--- config.mk ---
export PLATFORM = sky130hd
export DESIGN_NAME = fbd_div_stage
export DESIGN_NICKNAME = d
export VERILOG_FILES = /design/src/fbd_pkg.sv /design/src/fbd_div_stage.sv
export SDC_FILE = /design/constraint.sdc
export NUM_CORES = 1
export LEC_CHECK = 0
export BUFFER_PORTS_ARGS = -buffer_cell sky130_fd_sc_hd__buf_4
export CORE_MARGIN = 8
export CORE_UTILIZATION = 52
export DETAILED_ROUTE_END_ITERATION = 7
export HOLD_SLACK_MARGIN = 0.05
export PLACE_DENSITY = 0.95
export SETUP_SLACK_MARGIN = 0.02
export SYNTH_ARGS = -nofsm -noshare
export SYNTH_HDL_FRONTEND = slang
export SYNTH_SLANG_ARGS = --single-unit
--- constraint.sdc ---
create_clock -name i_clk -period 11.7 [get_ports i_clk]
set_input_delay 2.34 -clock i_clk [delete_from_list [all_inputs] [get_ports i_clk]]
set_output_delay 2.34 -clock i_clk [all_outputs]
set_load 0.05 [all_outputs]
--- src/fbd_pkg.sv ---
// Package for the fractional baud divisor encoder.
// Holds the clock constants, the fraction code table and the stage payload types.
// No dependencies.
package fbd_pkg;

    // Field widths.
    localparam int BAUD_W  = 24;
    localparam int DVD_W   = 30;
    localparam int DIV_W   = 27;
    localparam int VALUE_W = 16;
    localparam int INDEX_W = 10;

    // Reference clocks times eight (divisor is kept in eighths).
    localparam logic [DVD_W-1:0] CLK_HIGH_X8 = 30'd960000000;
    localparam logic [DVD_W-1:0] CLK_LOW_X8  = 30'd384000000;

    // Above this rate high-speed mode uses the prescaler of ten.
    localparam logic [BAUD_W-1:0] HS_BAUD_LIMIT = 24'd732;

    // Rounding offsets: half the prescaler minus one.
    localparam logic [DVD_W-1:0] ROUND_P10 = 30'd4;
    localparam logic [DVD_W-1:0] ROUND_P16 = 30'd7;

    // Division by ten as a multiply by a reciprocal and a shift.
    localparam logic [31:0] RECIP10     = 32'hCCCC_CCCD;
    localparam int          RECIP_SHIFT = 35;
    localparam int          PROD_W      = DVD_W + 32;

    // Output word masks and flags.
    localparam logic [VALUE_W-1:0] CODE_VALUE_MASK = 16'hC000;
    localparam logic [VALUE_W-1:0] CODE_INDEX_MASK = 16'h0100;
    localparam logic [VALUE_W-1:0] INT_MASK        = 16'h3FFF;
    localparam logic [VALUE_W-1:0] PRESC10_FLAG    = 16'h0200;

    // Payload carried through the restoring divider stages.
    typedef struct packed {
        logic [BAUD_W-1:0] rem;
        logic [DVD_W-1:0]  dvd;
        logic [DVD_W-1:0]  quo;
        logic [BAUD_W-1:0] baud;
        logic              presc10;
        logic              zero;
    } t_div;

    // Control flags that travel beside the numeric payload after the divider.
    typedef struct packed {
        logic presc10;
        logic zero;
    } t_ctl;

    // Fraction code for the three low bits of the divisor.
    function automatic logic [VALUE_W-1:0] frac_code(input logic [2:0] frac);
        logic [VALUE_W-1:0] code;
        unique case (frac)
            3'd0:    code = 16'h0000;
            3'd1:    code = 16'hC000;
            3'd2:    code = 16'h8000;
            3'd3:    code = 16'h0100;
            3'd4:    code = 16'h4000;
            3'd5:    code = 16'h4100;
            3'd6:    code = 16'h8100;
            default: code = 16'hC100;
        endcase
        return code;
    endfunction

endpackage

--- src/fbd_div_stage.sv ---
// One step of the pipelined restoring divider: one quotient bit per stage.
// Depends on fbd_pkg for the stage payload type.
module fbd_div_stage (
    input  logic          i_clk,
    input  logic          i_rst_n,
    input  logic          i_valid,
    output logic          o_ready,
    input  fbd_pkg::t_div i_data,
    output logic          o_valid,
    input  logic          i_ready,
    output fbd_pkg::t_div o_data
);

    logic                         r_valid;
    fbd_pkg::t_div                r_data;
    fbd_pkg::t_div                n_data;
    logic [fbd_pkg::BAUD_W:0]     trial;
    logic [fbd_pkg::BAUD_W:0]     diff;
    logic                         take;

    // The stage loads when it is empty or its content moves on.
    assign o_ready = !r_valid || i_ready;
    assign take    = i_valid && o_ready;

    // Shift in the next dividend bit and subtract the divisor if it fits.
    always_comb begin
        trial = {i_data.rem, i_data.dvd[fbd_pkg::DVD_W-1]};
        diff  = trial - {1'b0, i_data.baud};
        n_data     = i_data;
        n_data.dvd = {i_data.dvd[fbd_pkg::DVD_W-2:0], 1'b0};
        if (trial >= {1'b0, i_data.baud}) begin
            n_data.rem = diff[fbd_pkg::BAUD_W-1:0];
            n_data.quo = {i_data.quo[fbd_pkg::DVD_W-2:0], 1'b1};
        end else begin
            n_data.rem = trial[fbd_pkg::BAUD_W-1:0];
            n_data.quo = {i_data.quo[fbd_pkg::DVD_W-2:0], 1'b0};
        end
    end

    // Valid bit.
    always_ff @(posedge i_clk) begin
        if (!i_rst_n) begin
            r_valid <= 1'b0;
        end else if (o_ready) begin
            r_valid <= i_valid;
        end
    end

    // Payload register.
    always_ff @(posedge i_clk) begin
        if (take) begin
            r_data <= n_data;
        end
    end

    assign o_valid = r_valid;
    assign o_data  = r_data;

endmodule

==> results of run 1 <==
-- synthesized netlist by cell type, drive strengths merged, types with 3 or more instances --
library cell / instances
a211oi: 6
a21boi: 4
a21o: 4
a21oi: 22
a31oi: 4
and3: 6
buf: 9
clkbuf: 3
edfxtp: 109
ha: 24
inv: 40
mux2: 12
mux2i: 4
nand2: 16
nand3: 5
nand4: 6
nor2: 17
nor3: 9
nor3b: 3
o211ai: 4
o21a: 6
o21ai: 14
o21bai: 4
o311ai: 6
o31a: 3
o31ai: 7
or3: 3
xnor2: 10
-- stage by stage --
step | cell area [um^2] | utilization [%] | total power [mW] | std cells | hold WS (ns)
global placement | 7070 | 69.7 | 0.781 | 738 | 0.520
floorplan | 5310 | - | 0.688 | 390 | 1.15
CTS | 7280 | 71.8 | 1.03 | 754 | 0.581
finish | 7280 | 71.8 | 1.02 | 754 | 0.590
detailed placement | 7070 | 69.7 | 0.789 | 738 | 0.554
global route | 7280 | 71.8 | 1.06 | 754 | 0.622
-- per-layer routing --
layer	vias to the layer above	wire length, um	GRT usage, %
met5	-	0	0
met4	0	480	10.3
met3	31	2100	9.49
met2	227	8780	44.2
met1	2031	5840	25.7
li1	1934	-	-
-- registers in the layout, summed over array words and instances, names as in the netlist --
name     flops
o_data     109
o_valid      1
-- power groups by stage --
| stage | Sequential (mW) | Combinational, mW | Clock (mW) |
|---|---|---|---|
| 2_1_floorplan | 0.587 | 0.101 | 0 |
| 3_3_place_gp | 0.486 | 0.295 | 0 |
| 3_5_place_dp | 0.488 | 0.301 | 0 |
| 4_1_cts | 0.480 | 0.302 | 0.246 |
| 5_1_grt | 0.482 | 0.319 | 0.260 |
| 6_report | 0.479 | 0.302 | 0.243 |
-- worst max-delay path: cells and delay by family --
kind / cells / cell delay, ns
buffers and inverters: 2 / 0.31
and+or+nand+nor: 1 / 0.17
-- final cells by class --
class,count,area [um^2],area share [%]
Timing Repair Buffer,224,1680,23.1
Clock inverter,7,88.8,1.22
Tap cell,136,170,2.34
Multi-Input combinational cell,228,1770,24.3
Inverter,40,155,2.13
Clock buffer,9,124,1.70
Sequential cell,110,3290,45.2
-- how the worst max path moves through the flow --
stage / start / endpoint / slack [ns] / cells after the start
floorplan: i_ready / o_data[0]$_DFFE_PP_ / 5.83 / 2
global placement: i_data[14] / o_data[102]$_DFFE_PP_ / 6.31 / 10
detailed placement: i_data[14] / o_data[98]$_DFFE_PP_ / 6.29 / 10
CTS: i_ready / o_ready / 6.54 / 3
global route: i_data[14] / o_data[99]$_DFFE_PP_ / 6.48 / 10
finish: i_ready / o_ready / 6.53 / 3
-- cells by family (layout without fill, tap and decap cells) --
kind of cell             count (synthesis)  count (layout)  share of synthesized area (%)
AO/OA/AOI/OAI                           98              98                           14.3
XOR/XNOR                                11              11                           1.81
adder cells (fa/ha/maj)                 25              25                           6.03
buffers and inverters                   52             280                           4.67
flip-flops                             110             110                           62.0
multiplexers                            16              16                           3.58
other                                    1               1                         0.0706
AND/OR/NAND/NOR                         77              77                           7.47
==> metrics.csv, run 1 <==
stage;metric;value;unit
clock_network;post_cts resized;0;
finish;Nets;752;
route;DR pass1 iterations;5;
power;Gate power share;29.5;%
worst_setup_path;crit path capture type;primary output;
clock_network;Clock H-tree levels;3;
worst_setup_path;flop2flop setup slack;9.55;ns
floorplanning;Rows;37;
clock_network;hold buffers post-CTS;0;
worst_setup_path;crit-path cells;buf_4, nand2b_1, buf_4;
run_status;status;finished clean;
placement;hpwl dp;13600;um
route;routed len/inst;22.8;um
logic_synthesis;post-synthesis sequential area ratio;62.0;%
timing;Slew @ Worst Pin;1.05;ns
grt;vias in the first global route;4332;
clock_network;# Post-CTS Setup Buffers;0;
route;post-route ant nets;0;
finish;share of post-route cells with drive strength above 1;43.2;%
worst_setup_path;Max Fanout on Critical Path;3;
timing;Max Fclk;0.194;GHz
clock_network;Worst-path clk slew;0.11;ns
clock_network;Root Buffer;clkbuf_8;
timing;Max transition margin;29.9;%
logic_synthesis;top cells by area, synth;edfxtp_1 (62%), ha_1 (5.7%), inv_1 (2.8%);
logic_synthesis;Synth top area share;61.7;%
power;Cell Int Power;680;uW
worst_setup_path;FF-to-FF Start;o_valid$_SDFFE_PN0N_;
worst_setup_path;worst setup path class;in2out;
grt;total gr overflow;0;
worst_setup_path;Worst path most repeated cell;buf_4;
floorplanning;starting density of the core;52.4;%
logic_synthesis;Most used DFF post-synth;edfxtp_1;
timing;Fin. Hold Viols;0;
power;Clock power frac;23.7;%
worst_setup_path;Worst setup SP type;input pin;
timing;share of the cycle needed by the critical path after routing;44.2;%
timing;setup ws final;6.53;ns
grt;first-pass GRT wire length;24800;um
floorplanning;Core Area;0.0101;mm^2
finish;ant diodes;0;
placement;pre-CTS WS;6.29;ns
worst_hold_path;hold path depth;2;
worst_hold_path;HP Start;o_valid$_SDFFE_PN0N_;
logic_synthesis;gate count of the mapped netlist;390;
logic_synthesis;Post-synth EDFFs;109;
logic_synthesis;Yosys top cell by area;edfxtp_1;
timing;Tmin final;5.17;ns
finish;most frequent cells in the layout;buf_4 (224), edfxtp_1 (109), inv_1 (39);
logic_synthesis;synth warn;0;
clock_network;TritonCTS clock tree;built;
worst_hold_path;Worst Hold End;o_valid$_SDFFE_PN0N_;
clock_network;clk sinks;110;
worst_setup_path;CP arrival;2.83;ns
route;vias per cell;5.60;
power;sequential group share of total power;46.8;%
worst_setup_path;critical path data required time;9.36;ns
route;vias;4223;
timing;RSZ-0062 raised after global routing;false;
route;DR DRC count;0;
worst_setup_path;slowest cell on the critical path;buf_4;
power;P_sw;344;uW
finish;# fillers;675;
timing;Post-Route Setup TNS;0;ns
flow_run;Max-Cap Viols;0;
power;switch share;33.6;%
logic_synthesis;asr flop ratio synth;0;%
logic_synthesis;Synth Net Count;529;
worst_setup_path;max incr delay on CP;0.21;ns
route;drt first-iter violations;382;
logic_synthesis;synthesized area per cell;13.6;um^2
worst_hold_path;Hold Path Class;reg2reg;
power;LEAKAGE;3.13;nW
clock_network;CTS max path bufs;2;
grt;pin count of the biggest net entering global routing;86;
clock_network;insertion delay to the later sink of the worst-skew pair;0.38;ns
worst_setup_path;worst reg2reg path depth;3;
floorplanning;Die H;117;um
floorplanning;Die Wd;117;um
floorplanning;die area;0.0137;mm^2
logic_synthesis;flops & latches, synth;110;
grt;initial antenna violation count;0;
timing;Final Skew;0.0137;ns
worst_setup_path;FF-to-FF End;o_data[94]$_DFFE_PP_;
power;VDD IR max;0.0000706;V
placement;gpl congestion;0.884;
route;final wirelength;17200;um
timing;final setup fails;0;
power;pwr/cell area;141;mW/mm^2
timing;fin. max-slew vios;0;
placement;port buffer count;223;
logic_synthesis;Synth cell types;63;
floorplanning;I/O pin total;226;
logic_synthesis;Netlist Area Pre-Place;0.00531;mm^2
grt;gr usage total;24.8;%
clock_network;total CTS buffers;9;
finish;Area growth, synth to finish;37.2;%
finish;most common cell after layout, fill and taps aside;buf_4;
Power figures use the tool's default switching activity.
==> inputs of run 2 (changes only) <==
Settings changed: CORE_UTILIZATION 52 to 48, PLACE_DENSITY 0.95 to 0.9.
Clock period 11.7 ns to 5.34 ns, I/O delays scaled along.
==> metrics.csv, run 2 (same netlist as run 1, synthesis figures left out) <==
stage;metric;value;unit
run_status;status;finished clean;
timing;fin. max-slew vios;0;
grt;vias in the first global route;4173;
route;final wirelength;16900;um
finish;# fillers;807;
worst_setup_path;slowest cell on the critical path;ha_1;
clock_network;Clock H-tree levels;3;
route;routed len/inst;22.3;um
clock_network;TritonCTS clock tree;built;
power;VDD IR max;0.000170;V
floorplanning;Die H;121;um
route;vias;4081;
clock_network;total CTS buffers;9;
placement;hpwl dp;13500;um
worst_setup_path;critical path data required time;5.46;ns
route;post-route ant nets;0;
grt;gr usage total;22.2;%
finish;most frequent cells in the layout;buf_4 (225), edfxtp_1 (109), inv_1 (39);
finish;Nets;753;
placement;gpl congestion;0.893;
grt;pin count of the biggest net entering global routing;79;
route;vias per cell;5.38;
finish;share of post-route cells with drive strength above 1;43.0;%
timing;share of the cycle needed by the critical path after routing;67.7;%
finish;Area growth, synth to finish;37.1;%
finish;Largest register FFs;109;
timing;Post-Route Setup TNS;0;ns
route;DR DRC count;0;
floorplanning;die area;0.0147;mm^2
floorplanning;starting density of the core;49.0;%
floorplanning;I/O pin total;226;
timing;Fin. Hold Viols;0;
timing;Tmin final;3.62;ns
worst_setup_path;Worst setup SP type;input pin;
floorplanning;Die Wd;121;um
worst_setup_path;Worst path most repeated cell;buf_4;
placement;port buffer count;223;
floorplanning;Core Area;0.0108;mm^2
grt;GRT busiest layer;met2;
power;pwr/cell area;305;mW/mm^2
finish;most common cell after layout, fill and taps aside;buf_4;
grt;initial antenna violation count;0;
clock_network;Root Buffer;clkbuf_8;
grt;M2 GR Usage;38.8;%
timing;Max Fclk;0.276;GHz
worst_setup_path;worst setup path class;in2reg;
timing;Max transition margin;27.3;%
grt;met3 GRT Util;7.63;%
worst_setup_path;crit path capture type;flop;
worst_setup_path;max incr delay on CP;0.50;ns
placement;placed cells;743;
floorplanning;Rows;38;
grt;first-pass GRT wire length;24600;um
clock_network;insertion delay to the later sink of the worst-skew pair;0.37;ns
clock_network;# Post-CTS Setup Buffers;0;
grt;total gr overflow;0;
route;drt first-iter violations;314;
clock_network;CTS max path bufs;2;
route;DR pass1 iterations;5;
worst_setup_path;CP arrival;3.74;ns
clock_network;hold buffers post-CTS;0;
worst_hold_path;Hold Path Class;reg2reg;
finish;ant diodes;0;
grt;GRT met1 Usage;25.1;%
power;LEAKAGE;3.12;nW
flow_run;Max-Cap Viols;0;
finish;Final Instance Count excl. Fillers;759;
worst_setup_path;Max Fanout on Critical Path;18;
worst_setup_path;crit-path cells;buf_4, inv_1, ha_1, nand4_1, nor2_1, nand2_1, o31a_1, buf_4, inv_6, mux2_2;
timing;Slew @ Worst Pin;1.09;ns
timing;Final Skew;0.00946;ns
timing;RSZ-0062 raised after global routing;false;
timing;final setup fails;0;
clock_network;clk sinks;110;
clock_network;post_cts resized;0;
clock_network;Worst-path clk slew;0.10;ns
## run 2: changes by cell type in the layout (fill, tap and decap cells not counted)
cell | previous run | this run
clkinvlp_4 | 1 | 2
clkbuf_1 | 0 | 2
inv_8 | 3 | 1
inv_6 | 1 | 2
buf_4 | 224 | 225
clkinv_4 | 2 | 0
## run 2: worst max-delay path: cells and delay by family
kind	cells	cell delay, ns
and+or+nand+nor	3	0.95
muxes	1	0.37
AOI/OAI and AO/OA	1	0.34
adders and majority gates	1	0.50
buffers and inverters	4	0.50
## run 2: final timing paths
check | from | end | slack, ns | cells after the start
worst max register to register | o_valid$_SDFFE_PN0N_ | o_data[70]$_DFFE_PP_ | 3.09 | 3
worst min register to register | o_valid$_SDFFE_PN0N_ | o_valid$_SDFFE_PN0N_ | 0.60 | 2
worst min-delay path | o_valid$_SDFFE_PN0N_ | o_valid$_SDFFE_PN0N_ | 0.60 | 2
worst max-delay path | i_data[20] | o_data[88]$_DFFE_PP_ | 1.72 | 10
## run 2: power by group
part	total, mW	leakage, nW	internal, mW	switching, mW
sequential	1.05	1.06	1.03	0.0193
clock	0.508	0.0921	0.223	0.285
combinational	0.661	1.97	0.232	0.429
total	2.22	3.12	1.49	0.734
## run 2: layout make-up
cell class                 count  area, um^2  share of cell area (%)
clock inverter                 5        65.1                   0.894
sequential                   110        3290                    45.2
tap                          140         175                    2.41
multi-input combinational    228        1770                    24.3
inverter                      40         155                    2.13
clock buffer                  11         131                    1.80
timing repair buffer         225        1690                    23.2
## run 2: per-layer routing
| metal | vias to the layer above | part of all wire [%] | routed length [um] |
|---|---|---|---|
| li1 | 1940 | - | - |
| met1 | 1949 | 37 | 6300 |
| met2 | 178 | 51 | 8610 |
| met3 | 14 | 11 | 1810 |
| met4 | 0 | 1.3 | 215 |
| met5 | - | 0 | 0 |
## run 2: through the flow
stage | total power, mW | hold slack [ns] | instance area (um^2) | utilization [%] | worst slack [ns]
5_1_grt | 2.30 | 0.609 | 7280 | 67.2 | 1.64
4_1_cts | 2.23 | 0.580 | 7280 | 67.2 | 1.84
2_1_floorplan | 1.51 | 1.15 | 5310 | - | 0.742
3_3_place_gp | 1.71 | 0.518 | 7080 | 65.3 | 1.44
3_5_place_dp | 1.73 | 0.567 | 7080 | 65.3 | 1.43
6_report | 2.22 | 0.597 | 7280 | 67.2 | 1.72
==> inputs of run 3 (changes only) <==
Settings changed: CORE_UTILIZATION 48 to 43, PLACE_DENSITY 0.9 to 0.86.
Clock period 5.34 ns to 2.94 ns, I/O delays scaled along.
==> metrics.csv, run 3 (same netlist as run 1, synthesis figures left out) <==
stage;metric;value;unit
worst_setup_path;FF-to-FF End;o_data[101]$_DFFE_PP_;
worst_setup_path;max incr delay on CP;0.43;ns
clock_network;CTS max path bufs;2;
placement;port buffer count;223;
power;sequential group share of total power;42.7;%
finish;FF/Latch Area;0.00329;mm^2
floorplanning;starting density of the core;44.2;%
finish;most common cell after layout, fill and taps aside;buf_4;
route;routed len/inst;21.0;um
grt;gr usage total;20.2;%
grt;initial antenna violation count;0;
timing;Tmin final;2.59;ns
power;Cell Int Power;3.10;mW
worst_setup_path;Top Family by Delay on Critical Path;simple AND/OR/NAND/NOR gates;
grt;total gr overflow;0;
floorplanning;Die H;127;um
timing;setup ws final;0.349;ns
worst_setup_path;CP Buf/Inv Count;4;
clock_network;# Post-CTS Setup Buffers;0;
power;LEAKAGE;3.39;nW
clock_network;clk sinks;110;
worst_hold_path;Worst Hold End;o_data[68]$_DFFE_PP_;
finish;most frequent cells in the layout;buf_4 (265), edfxtp_1 (109), inv_1 (39);
timing;fin. max-slew vios;0;
power;switch share;30.4;%
timing;share of the cycle needed by the critical path after routing;88.1;%
timing;Slew @ Worst Pin;0.710;ns
route;vias;4284;
worst_setup_path;worst setup path class;in2reg;
power;Gate power share;28.6;%
clock_network;post_cts resized;0;
worst_setup_path;FF-to-FF Start;o_valid$_SDFFE_PN0N_;
clock_network;Worst-path clk slew;0.07;ns
floorplanning;die area;0.0162;mm^2
route;vias per cell;5.31;
power;pwr/cell area;575;mW/mm^2
timing;Final Skew;0.00340;ns
floorplanning;Core Area;0.0120;mm^2
finish;share of post-route cells with drive strength above 1;46.5;%
worst_setup_path;slowest cell on the critical path;ha_1;
grt;first-pass GRT wire length;24900;um
finish;area of the multi-input gates;0.00177;mm^2
floorplanning;Die Wd;127;um
worst_setup_path;critical path data required time;3.04;ns
worst_hold_path;hold path depth;1;
finish;Largest register FFs;109;
grt;vias in the first global route;4323;
finish;Nets;795;
timing;Fin. Hold Viols;0;
finish;final core occ;64.5;%
worst_setup_path;Max Fanout on Critical Path;17;
worst_setup_path;worst reg2reg path depth;3;
placement;gpl congestion;0.929;
timing;Max transition margin;52.1;%
worst_setup_path;Worst setup SP type;input pin;
worst_hold_path;HP Start;i_data[67];
finish;# fillers;941;
run_status;status;finished clean;
clock_network;insertion delay to the later sink of the worst-skew pair;0.34;ns
worst_hold_path;Hold Path Class;in2reg;
route;final wirelength;17000;um
route;post-route ant nets;0;
power;Clock power frac;28.7;%
finish;Area growth, synth to finish;45.8;%
finish;ant diodes;0;
floorplanning;Rows;40;
clock_network;TritonCTS clock tree;built;
worst_setup_path;crit path capture type;flop;
placement;hpwl dp;13600;um
clock_network;total CTS buffers;9;
timing;RSZ-0062 raised after global routing;false;
power;P_sw;1.36;mW
clock_network;Clock H-tree levels;3;
route;drt first-iter violations;334;
timing;final setup fails;0;
worst_setup_path;crit-path cells;buf_4, inv_1, ha_1, nand4_1, nor3_1, buf_4, nand4_1, o211a_4, o31a_1, inv_6, mux2_2;
route;DR DRC count;0;
floorplanning;I/O pin total;226;
route;DR pass1 iterations;4;
placement;pre-CTS WS;-0.00745;ns
timing;Max Fclk;0.386;GHz
flow_run;Max-Cap Viols;0;
clock_network;hold buffers post-CTS;0;
clock_network;Root Buffer;clkbuf_16;
worst_setup_path;CP arrival;2.69;ns
power;VDD IR max;0.000250;V
grt;pin count of the biggest net entering global routing;40;
worst_setup_path;flop2flop setup slack;1.35;ns
-- run 3: worst reg2reg max path, cell delays in order, from the launching register on --
cell	delay, ns
dfxtp_1	0.32
nand2b_1	0.12
and2_4	0.52
buf_12	0.30
-- run 3: worst max-delay path by stage --
stage	startpoint	to	slack (ns)	cells past startpoint
after floorplan	i_data[20]	o_data[102]$_DFFE_PP_	0.12	12
after global placement	i_data[20]	o_data[100]$_DFFE_PP_	0.03	11
after detailed placement	i_data[20]	o_data[100]$_DFFE_PP_	-0.007	11
after CTS	i_data[20]	o_data[100]$_DFFE_PP_	0.36	11
after global routing	i_data[20]	o_data[95]$_DFFE_PP_	0.23	11
final	i_data[20]	o_data[95]$_DFFE_PP_	0.35	11
-- run 3: layer usage --
metal / routed length, um / track usage [%]
met5: 0 / 0
met4: 233 / 5.46
met3: 1220 / 6.99
met2: 8800 / 36.5
met1: 6700 / 22.0
-- run 3: cell type report --
type                            count  share of cell area, %
Clock inverter                      5                   1.05
Timing Repair Buffer              267                   26.2
Sequential cell                   110                   42.5
Multi-Input combinational cell    228                   22.9
Inverter                           40                   2.00
Clock buffer                       10                   2.96
Tap cell                          147                   2.38
-- run 3: through the flow --
stage | hold slack [ns] | instance area, um^2 | std cells | total power, mW | TNS, ns
after floorplan | 0.687 | 5310 | 390 | 2.73 | 0
after global placement | 0.573 | 7430 | 792 | 3.19 | 0
after detailed placement | 0.566 | 7430 | 792 | 3.21 | -0.0140
after CTS | 0.399 | 7740 | 807 | 4.49 | 0
after global routing | 0.397 | 7740 | 807 | 4.61 | 0
final | 0.414 | 7740 | 807 | 4.45 | 0
-- run 3: power groups by stage --
| stage | sequential, mW | combinational (mW) | clock, mW |
|---|---|---|---|
| floorplan | 2.33 | 0.405 | 0 |
| finish | 1.90 | 1.27 | 1.28 |
| global route | 1.91 | 1.35 | 1.35 |
| global placement | 1.93 | 1.25 | 0 |
| detailed placement | 1.94 | 1.27 | 0 |
| CTS | 1.90 | 1.28 | 1.31 |
